--- src/rtl/scre_pkg.sv ---
// Shared types and constants for the signed-count run-length encoder.
// Used by scre_lit_mem, scre_ctrl, the top level and the port checker.
// No dependencies.
`timescale 1ns / 1ps

package scre_pkg;

    localparam int BYTE_W       = 8;
    localparam int HDR_W        = 16;
    localparam int RUN_W        = 7;
    localparam int MAX_RUN_DEF  = 127;
    localparam int MAX_LIT_DEF  = 127;

    typedef enum logic {
        OP_DATA = 1'b0,
        OP_EOS  = 1'b1
    } t_opcode;

    typedef struct packed {
        t_opcode             opcode;
        logic [BYTE_W-1:0]   data_byte;
    } t_in_item;

    typedef struct packed {
        logic [BYTE_W-1:0]   first_byte;
        logic [BYTE_W-1:0]   second_byte;
        logic                second_valid;
        logic                last;
    } t_out_item;

    typedef enum logic [1:0] {
        ST_IDLE,
        ST_EMIT,
        ST_PREP,
        ST_FLUSH
    } t_state;

    typedef enum logic [1:0] {
        JOB_NONE,
        JOB_SINGLE,
        JOB_PAIR,
        JOB_FLUSH
    } t_job;

endpackage

--- src/rtl/scre_lit_mem.sv ---
// Literal byte store: one write port, two registered read ports.
// Depends on scre_pkg for the byte width.
`timescale 1ns / 1ps

module scre_lit_mem #(
    parameter int  DEPTH = scre_pkg::MAX_LIT_DEF,
    localparam int AW    = (DEPTH > 1) ? $clog2(DEPTH) : 1
) (
    input  logic                        i_clk,
    input  logic                        i_we,
    input  logic [AW-1:0]               i_waddr,
    input  logic [scre_pkg::BYTE_W-1:0] i_wdata,
    input  logic [AW-1:0]               i_raddr_a,
    input  logic [AW-1:0]               i_raddr_b,
    output logic [scre_pkg::BYTE_W-1:0] o_rdata_a,
    output logic [scre_pkg::BYTE_W-1:0] o_rdata_b
);

    logic [scre_pkg::BYTE_W-1:0] r_mem [DEPTH];

    always_ff @(posedge i_clk) begin
        if (i_we) begin
            r_mem[i_waddr] <= i_wdata;
        end
    end

    always_ff @(posedge i_clk) begin
        o_rdata_a <= r_mem[i_raddr_a];
        o_rdata_b <= r_mem[i_raddr_b];
    end

endmodule

--- src/rtl/scre_ctrl.sv ---
// Encoder control: stream state, packet decisions, literal flush sequencer
// and the output register. Depends on scre_pkg; drives scre_lit_mem.
`timescale 1ns / 1ps

module scre_ctrl #(
    parameter int  MAX_RUN     = scre_pkg::MAX_RUN_DEF,
    parameter int  MAX_LITERAL = scre_pkg::MAX_LIT_DEF,
    localparam int AW          = (MAX_LITERAL > 1) ? $clog2(MAX_LITERAL) : 1
) (
    input  logic                        i_clk,
    input  logic                        i_rst_n,
    input  logic                        i_valid,
    output logic                        o_ready,
    input  scre_pkg::t_in_item          i_data,
    output logic                        o_valid,
    input  logic                        i_ready,
    output scre_pkg::t_out_item         o_data,
    input  logic                        i_cfg_valid,
    output logic                        o_cfg_ready,
    input  logic [scre_pkg::HDR_W-1:0]  i_cfg_data,
    output logic                        o_mem_we,
    output logic [AW-1:0]               o_mem_waddr,
    output logic [scre_pkg::BYTE_W-1:0] o_mem_wdata,
    output logic [AW-1:0]               o_mem_raddr_a,
    output logic [AW-1:0]               o_mem_raddr_b,
    input  logic [scre_pkg::BYTE_W-1:0] i_mem_rdata_a,
    input  logic [scre_pkg::BYTE_W-1:0] i_mem_rdata_b
);

    localparam int CW = $clog2(MAX_LITERAL + 1);
    localparam int PW = CW + 1;
    localparam int BW = scre_pkg::BYTE_W;
    localparam int RW = scre_pkg::RUN_W;

    scre_pkg::t_state            r_state, n_state;
    logic [scre_pkg::HDR_W-1:0]  r_hdr_bytes;
    logic [scre_pkg::HDR_W-1:0]  r_seen, n_seen;
    logic                        r_pend, n_pend;
    logic                        r_in_run, n_in_run;
    logic [BW-1:0]               r_prev, n_prev;
    logic [RW-1:0]               r_run_len, n_run_len;
    logic [CW-1:0]               r_lit_cnt, n_lit_cnt;
    logic [BW-1:0]               r_e0, r_e1;
    logic                        r_e1_vld;
    logic [CW-1:0]               r_n;
    logic [PW-1:0]               r_pos, n_pos;
    logic                        r_out_vld;
    scre_pkg::t_out_item         r_out;

    scre_pkg::t_job              w_job;
    logic                        w_acc;
    logic [BW-1:0]               w_e0;
    logic                        w_e1_vld;
    logic                        w_we;
    logic [CW-1:0]               w_flush_n;
    logic                        w_slot_free;
    logic                        w_load;
    scre_pkg::t_out_item         w_out;
    logic                        w_fl_last;
    logic                        w_fl_sv;
    logic [BW-1:0]               w_hdr;
    logic [PW-1:0]               w_pos_m1;

    assign w_acc       = i_valid && o_ready;
    assign w_slot_free = !r_out_vld || i_ready;
    assign w_fl_last   = (r_pos + PW'(1)) >= PW'(r_n);
    assign w_fl_sv     = r_pos < PW'(r_n);
    assign w_hdr       = ~BW'(r_n) + BW'(1);
    assign w_pos_m1    = n_pos - PW'(1);

    // packet decision for the item on the input channel
    always_comb begin
        n_seen    = r_seen;
        n_pend    = r_pend;
        n_in_run  = r_in_run;
        n_prev    = r_prev;
        n_run_len = r_run_len;
        n_lit_cnt = r_lit_cnt;
        w_job     = scre_pkg::JOB_NONE;
        w_e0      = i_data.data_byte;
        w_e1_vld  = 1'b1;
        w_we      = 1'b0;
        w_flush_n = r_lit_cnt;
        priority if (i_data.opcode == scre_pkg::OP_EOS) begin
            if (r_pend) begin
                if (r_in_run) begin
                    w_job = scre_pkg::JOB_PAIR;
                    w_e0  = BW'(r_run_len);
                end else begin
                    // pending byte joins the literals, then flush all
                    w_we      = 1'b1;
                    w_job     = scre_pkg::JOB_FLUSH;
                    w_flush_n = r_lit_cnt + CW'(1);
                end
            end
            n_seen    = '0;
            n_pend    = 1'b0;
            n_in_run  = 1'b0;
            n_prev    = '0;
            n_run_len = '0;
            n_lit_cnt = '0;
        end else if (r_seen < r_hdr_bytes) begin
            n_seen   = r_seen + scre_pkg::HDR_W'(1);
            w_job    = scre_pkg::JOB_SINGLE;
            w_e1_vld = 1'b0;
        end else if (!r_pend) begin
            n_prev   = i_data.data_byte;
            n_pend   = 1'b1;
            n_in_run = 1'b0;
        end else if (r_in_run) begin
            if (r_run_len >= RW'(MAX_RUN) || i_data.data_byte != r_prev) begin
                w_job     = scre_pkg::JOB_PAIR;
                w_e0      = BW'(r_run_len);
                n_in_run  = 1'b0;
                n_run_len = '0;
                n_prev    = i_data.data_byte;
            end else begin
                n_run_len = r_run_len + RW'(1);
            end
        end else begin
            if (i_data.data_byte == r_prev) begin
                if (r_lit_cnt != '0) begin
                    w_job = scre_pkg::JOB_FLUSH;
                end
                n_lit_cnt = '0;
                n_in_run  = 1'b1;
                n_run_len = RW'(2);
            end else begin
                w_we = 1'b1;
                if (r_lit_cnt == CW'(MAX_LITERAL - 1)) begin
                    w_job     = scre_pkg::JOB_FLUSH;
                    w_flush_n = r_lit_cnt + CW'(1);
                    n_lit_cnt = '0;
                end else begin
                    n_lit_cnt = r_lit_cnt + CW'(1);
                end
                n_prev = i_data.data_byte;
            end
        end
    end

    // next state
    always_comb begin
        n_state = r_state;
        unique case (r_state)
            scre_pkg::ST_IDLE: begin
                if (w_acc) begin
                    unique case (w_job)
                        scre_pkg::JOB_SINGLE,
                        scre_pkg::JOB_PAIR:   n_state = scre_pkg::ST_EMIT;
                        scre_pkg::JOB_FLUSH:  n_state = scre_pkg::ST_PREP;
                        default:              n_state = scre_pkg::ST_IDLE;
                    endcase
                end
            end
            scre_pkg::ST_EMIT: begin
                if (w_slot_free) begin
                    n_state = scre_pkg::ST_IDLE;
                end
            end
            scre_pkg::ST_PREP: n_state = scre_pkg::ST_FLUSH;
            scre_pkg::ST_FLUSH: begin
                if (w_slot_free && w_fl_last) begin
                    n_state = scre_pkg::ST_IDLE;
                end
            end
            default: n_state = scre_pkg::ST_IDLE;
        endcase
    end

    // state outputs: handshake, output load, flush read position
    always_comb begin
        o_ready = 1'b0;
        w_load  = 1'b0;
        n_pos   = r_pos;
        w_out   = '0;
        unique case (r_state)
            scre_pkg::ST_IDLE: begin
                o_ready = 1'b1;
                n_pos   = '0;
            end
            scre_pkg::ST_EMIT: begin
                w_load             = w_slot_free;
                w_out.first_byte   = r_e0;
                w_out.second_byte  = r_e1_vld ? r_e1 : '0;
                w_out.second_valid = r_e1_vld;
                w_out.last         = 1'b1;
            end
            scre_pkg::ST_PREP: begin
                n_pos = r_pos;
            end
            scre_pkg::ST_FLUSH: begin
                w_load             = w_slot_free;
                w_out.first_byte   = (r_pos == '0) ? w_hdr : i_mem_rdata_a;
                w_out.second_byte  = w_fl_sv ? i_mem_rdata_b : '0;
                w_out.second_valid = w_fl_sv;
                w_out.last         = w_fl_last;
                if (w_slot_free) begin
                    n_pos = r_pos + PW'(2);
                end
            end
            default: begin
                o_ready = 1'b0;
            end
        endcase
    end

    // read data always matches r_pos: addresses follow its next value
    assign o_mem_raddr_a = w_pos_m1[AW-1:0];
    assign o_mem_raddr_b = n_pos[AW-1:0];
    assign o_mem_we      = w_acc && w_we;
    assign o_mem_waddr   = r_lit_cnt[AW-1:0];
    assign o_mem_wdata   = r_prev;

    assign o_cfg_ready   = 1'b1;
    assign o_valid       = r_out_vld;
    assign o_data        = r_out;

    always_ff @(posedge i_clk) begin
        if (!i_rst_n) begin
            r_state     <= scre_pkg::ST_IDLE;
            r_hdr_bytes <= '0;
            r_seen      <= '0;
            r_pend      <= 1'b0;
            r_in_run    <= 1'b0;
            r_prev      <= '0;
            r_run_len   <= '0;
            r_lit_cnt   <= '0;
            r_out_vld   <= 1'b0;
        end else begin
            r_state <= n_state;
            if (i_cfg_valid && o_cfg_ready) begin
                r_hdr_bytes <= i_cfg_data;
            end
            if (w_acc) begin
                r_seen    <= n_seen;
                r_pend    <= n_pend;
                r_in_run  <= n_in_run;
                r_prev    <= n_prev;
                r_run_len <= n_run_len;
                r_lit_cnt <= n_lit_cnt;
            end
            if (w_load) begin
                r_out_vld <= 1'b1;
            end else if (i_ready) begin
                r_out_vld <= 1'b0;
            end
        end
    end

    always_ff @(posedge i_clk) begin
        r_pos <= n_pos;
        if (w_acc) begin
            r_e0     <= w_e0;
            r_e1     <= r_prev;
            r_e1_vld <= w_e1_vld;
            r_n      <= w_flush_n;
        end
        if (w_load) begin
            r_out <= w_out;
        end
    end

endmodule

--- src/rtl/signed_count_rle_encoder.sv ---
// Top level of the signed-count run-length encoder.
// Depends on scre_pkg, scre_lit_mem and scre_ctrl.
//
// Usage: bytes enter on the i_valid/o_ready channel as t_in_item, opcode
// data or end of stream. Encoded bytes leave on the o_valid/i_ready channel
// as t_out_item, up to two bytes per transfer, last set on the final transfer
// caused by one input item. The user must write the header_bytes register
// through the i_cfg_valid/o_cfg_ready channel (always ready) only while
// the block idles; the block itself does not enforce this. An item that
// produces nothing leaves the input ready for the next item. A pass-through
// byte or a run packet passes through the emit state and holds the input
// until its transfer is loaded. A literal flush of N bytes primes the store
// read in the prep state, then moves one transfer per cycle from the two
// read ports while the slot is free: ceil((N+1)/2) transfers, at most 64.
// When the receiver stalls, the output register holds its transfer; the
// block may take the next input meanwhile and waits for the slot to clear.
// Reset (synchronous, active low) clears the stream state, the register and
// the output valid. The literal store needs no clearing pass.
`timescale 1ns / 1ps

module signed_count_rle_encoder #(
    parameter int MAX_RUN     = scre_pkg::MAX_RUN_DEF,
    parameter int MAX_LITERAL = scre_pkg::MAX_LIT_DEF
) (
    input  logic                        i_clk,
    input  logic                        i_rst_n,
    input  logic                        i_valid,
    output logic                        o_ready,
    input  scre_pkg::t_in_item          i_data,
    output logic                        o_valid,
    input  logic                        i_ready,
    output scre_pkg::t_out_item         o_data,
    input  logic                        i_cfg_valid,
    output logic                        o_cfg_ready,
    input  logic [scre_pkg::HDR_W-1:0]  i_cfg_data
);

    localparam int AW = (MAX_LITERAL > 1) ? $clog2(MAX_LITERAL) : 1;

    logic                        w_mem_we;
    logic [AW-1:0]               w_mem_waddr;
    logic [scre_pkg::BYTE_W-1:0] w_mem_wdata;
    logic [AW-1:0]               w_mem_raddr_a;
    logic [AW-1:0]               w_mem_raddr_b;
    logic [scre_pkg::BYTE_W-1:0] w_mem_rdata_a;
    logic [scre_pkg::BYTE_W-1:0] w_mem_rdata_b;

    scre_ctrl #(
        .MAX_RUN     (MAX_RUN),
        .MAX_LITERAL (MAX_LITERAL)
    ) u_ctrl (
        .i_clk         (i_clk),
        .i_rst_n       (i_rst_n),
        .i_valid       (i_valid),
        .o_ready       (o_ready),
        .i_data        (i_data),
        .o_valid       (o_valid),
        .i_ready       (i_ready),
        .o_data        (o_data),
        .i_cfg_valid   (i_cfg_valid),
        .o_cfg_ready   (o_cfg_ready),
        .i_cfg_data    (i_cfg_data),
        .o_mem_we      (w_mem_we),
        .o_mem_waddr   (w_mem_waddr),
        .o_mem_wdata   (w_mem_wdata),
        .o_mem_raddr_a (w_mem_raddr_a),
        .o_mem_raddr_b (w_mem_raddr_b),
        .i_mem_rdata_a (w_mem_rdata_a),
        .i_mem_rdata_b (w_mem_rdata_b)
    );

    scre_lit_mem #(
        .DEPTH (MAX_LITERAL)
    ) u_lit_mem (
        .i_clk     (i_clk),
        .i_we      (w_mem_we),
        .i_waddr   (w_mem_waddr),
        .i_wdata   (w_mem_wdata),
        .i_raddr_a (w_mem_raddr_a),
        .i_raddr_b (w_mem_raddr_b),
        .o_rdata_a (w_mem_rdata_a),
        .o_rdata_b (w_mem_rdata_b)
    );

endmodule

--- config.mk ---
export PLATFORM = sky130hd
export DESIGN_NAME = signed_count_rle_encoder
export DESIGN_NICKNAME = d
export VERILOG_FILES = /design/src/rtl/scre_pkg.sv /design/src/rtl/scre_lit_mem.sv /design/src/rtl/scre_ctrl.sv /design/src/rtl/signed_count_rle_encoder.sv
export SDC_FILE = /design/constraint.sdc
export NUM_CORES = 2
export LEC_CHECK = 0
export ABC_AREA = 1
export BUFFER_PORTS_ARGS = -buffer_cell sky130_fd_sc_hd__buf_2
export CORE_MARGIN = 4
export CORE_UTILIZATION = 56
export DETAILED_ROUTE_END_ITERATION = 10
export PLACE_DENSITY = 0.72
export SETUP_SLACK_MARGIN = 0.02
export SLEW_MARGIN = 20
export SYNTH_ARGS = -nofsm -noshare
export SYNTH_HDL_FRONTEND = slang
export SYNTH_HIERARCHICAL = 1
export SYNTH_SLANG_ARGS = --single-unit
--- constraint.sdc ---
create_clock -name i_clk -period 13.2 [get_ports i_clk]
set_input_delay 1.98 -clock i_clk [delete_from_list [all_inputs] [get_ports i_clk]]
set_output_delay 1.98 -clock i_clk [all_outputs]
set_load 0.02 [all_outputs]
==> impl_metrics.csv <==
group,metric,value,unit
setup_path,critPathKind,"register to register",
setup_path,r2r_cells,19,
timing,fin_worst_skew,0.0360,ns
timing,setup-tns-final,0,ns
synthesis,synth_edf_count,1059,
placement,pre_cts_ws,6.66,ns
setup_path,endpoint_kind,"register",
timing,relSlewSlack,16.7,%
floorplanning,die_area,110000,µm²
floorplanning,io_pins,51,
timing,hold_viol_final,0,
run_status,status,"completed",
timing,rsz0062_at_grt,"no",
grt,grt_usage,35.4,%
route,vias_per_cell,6.51,
timing,post-route-min-period,6.17,ns
timing,fmax,162,MHz
synthesis,synth_ff_type,"edfxtp_1",
power_and_ir_drop,p_total,11.8,mW
clock_tree,cts_htree_levels,3,
synthesis,avgSynthCellArea,8.70,µm²
timing,setup_violations,0,
placement,gp_congestion,0.963,
placement,dpl.hpwl,118000,µm
layout,nFillCells,8659,
floorplanning,row_count,118,
power_and_ir_drop,powerDensity,187,nW/µm²
synthesis,synthArstFlopShare,0,%
route,wire_per_inst,25.4,µm
clock_tree,cts_tree,"built",
route,drt-total-wl,203000,µm
clock_tree,clock-sinks,1141,
grt,gr-total-overflow,0,
synthesis,synth.distinct_cells,49,
layout,final_nets,6610,
timing,tightest_slew,1.24,ns
worst_hold_path,whs_path_depth,2,
layout,synthToLayoutAreaGrowth,7.01,%
synthesis,synthesis.nets,6847,
grt,grt_pass1_wl,301000,µm
power_and_ir_drop,leakage,23.9,nW
timing,timing.final.crit_share,46.7,%
route,drc_errors,0,
route,firstDrtPassIters,7,
clock_tree,cts_repair_resize_count,0,
floorplanning,initial_core_util,56.7,%
synthesis,postSynthCellCount,6772,
layout,final_layout_size_suffix_gt1_share,6.05,%
synthesis,ys_seq_area_share,56.8,%
setup_path,start_kind,"register",
clock_tree,cts_buffer_depth,3,
worst_hold_path,min_path_type,"register to register",
synthesis,yosysWarnings,6,
clock_tree,post_cts_buffers,0,
route,vias,52114,
clock_tree,clk_pin_slew,0.07,ns
clock_tree,clock_latency,0.72,ns
clock_tree,cts_buffers,119,
synthesis,ys_ff_latch,1141,
power_and_ir_drop,vdd_drop_max,0.000170,V
placement,port_buffers,49,
grt,grt_max_degree,137,
setup_path,crit_fanout,116,
clock_tree,clockRootBuffer,"clkbuf_16",
layout,multi_input_comb_area,22400,µm²
floorplanning,die_h,332,µm
route,drt.antenna.violating_nets,0,
floorplanning,core_area,104000,µm²
timing,setup_ws,7.03,ns
synthesis,syn-cell-area,58900,µm²
layout,diodes,0,
grt,grt_pass1_vias,48259,
clock_tree,cts_hold_buf,0,
layout,regArea,33500,µm²
flow_run,maxCapViolCount,0,
floorplanning,fp.dieW,332,µm
route,drt_iter0_drc,9110,
timing,drv_slew,0,
setup_path,cp.arrival,6.83,ns
setup_path,critPathRequiredTime,13.86,ns
grt,antenna_found_initial,3,
## cell type report
cell class / count / area share [%]
sequential: 1141 / 53.1
multi-input combinational: 4977 / 35.6
clock buffer: 154 / 5.16
tap: 1380 / 2.74
timing repair buffer: 127 / 1.45
inverter: 169 / 1.10
clock inverter: 63 / 0.840
## final timing paths
path | startpoint | end | slack (ns)
worst min-delay path | u_ctrl/r_hdr_bytes[15] | u_ctrl/r_hdr_bytes[15] | 0.47
worst max-delay path | u_ctrl/r_state[0] | u_lit_mem/o_rdata_a[7] | 7.03
worst max register to register | u_ctrl/r_state[0] | u_lit_mem/o_rdata_a[7] | 7.03
worst min register to register | u_ctrl/r_hdr_bytes[15] | u_ctrl/r_hdr_bytes[15] | 0.47
## power breakdown
group | internal (mW) | switching, mW | leakage, nW
Sequential | 3.98 | 0.0951 | 12.2
Clock | 1.88 | 1.43 | 1.88
Combinational | 1.09 | 3.29 | 9.85
Total | 6.95 | 4.81 | 23.9
## cell families after synthesis
kind of cell / Yosys count / share of synthesized area (%)
other cells: 1 / 0.00637
simple gates: 4697 / 34.6
flops: 1141 / 56.8
xor+xnor: 39 / 0.580
compound gates: 195 / 1.80
buf+inv: 654 / 5.27
fa+ha+maj: 45 / 0.956
## routing by layer
layer  part of all wire (%)  global-route usage (%)  vias up
li1                       -                       -    22699
met3                     15                    9.45      754
met4                    5.4                    16.7        6
met5                  0.020                       0        -
met1                     36                    48.6    24289
met2                     43                    52.8     4366
## stage by stage
step                area (µm²)  hold WS (ns)  util (%)  std cells
floorplan                58900         0.436         -       6772
global placement         59100         0.454      56.9       7791
detailed placement       59200         0.457      57.0       7793
CTS                      63000         0.465      60.6       8010
global route             63000         0.483      60.6       8011
finish                   63000         0.466      60.6       8011
## cells in the mapped netlist (all sizes together) (3+ instances only)
cell type,instances,area [µm²]
clkbuf,95,358
nor3b,3,22.5
nand2,2459,9320
nor2,244,957
xnor2,4,35.0
buf,390,2110
dfxtp,82,1640
xor2,35,307
inv,168,631
o21ai,79,403
nand4,11,68.8
a21oi,105,571
nand3,1947,9820
ha,45,563
edfxtp,1059,31800
nor3,29,165
## placed cells by master, fill, tap and decap left out, types with 23 or more instances in the layout
master / count
nand2_1: 2440
nand3_1: 1940
edfxtp_1: 1059
nor2_1: 232
inv_1: 138
clkbuf_16: 121
a21oi_1: 93
dfxtp_1: 74
buf_4: 73
o21ai_0: 54
buf_2: 49
ha_1: 45
clkinv_2: 33
xor2_1: 32
nor3_1: 25
clkbuf_1: 23
o21ai_1: 23
## worst max-delay path: stages (launching register included)
cell and delay, ns:
dfxtp_1 0.38, inv_1 0.09, ha_1 0.37, nor2_1 0.11
nor2_4 0.29, inv_8 0.25, buf_4 0.44, inv_8 0.70
buf_4 0.85, buf_4 0.87, nand2_1 0.10, nand3_1 0.13
nand3_1 0.09, nand3_1 0.16, nand2_1 0.13, nand2_1 0.22
nand3_1 0.21, nand2_1 0.14, nand2_1 0.10, nand2_1 0.07
## sequential cells by signal (all words and copies together), names as in the netlist
| signal | flops |
|---|---|
| u_ctrl/r_e1 | 8 |
| u_ctrl/r_e1_vld | 1 |
| u_ctrl/r_e0 | 8 |
| u_ctrl/r_n | 7 |
| u_ctrl/r_hdr_bytes | 16 |
| u_ctrl/r_run_len | 7 |
| u_ctrl/o_valid | 1 |
| u_ctrl/r_pend | 1 |
| u_ctrl/o_mem_waddr | 7 |
| u_ctrl/o_data | 18 |
| u_ctrl/r_state | 2 |
| u_ctrl/o_mem_wdata | 8 |
| u_lit_mem/o_rdata_a | 8 |
| u_lit_mem/o_rdata_b | 8 |
| u_lit_mem/r_mem | 1016 |
| u_ctrl/r_in_run | 1 |
| u_ctrl/r_pos | 8 |
| u_ctrl/r_seen | 16 |
Note: power is estimated with default switching activity, not from simulation.
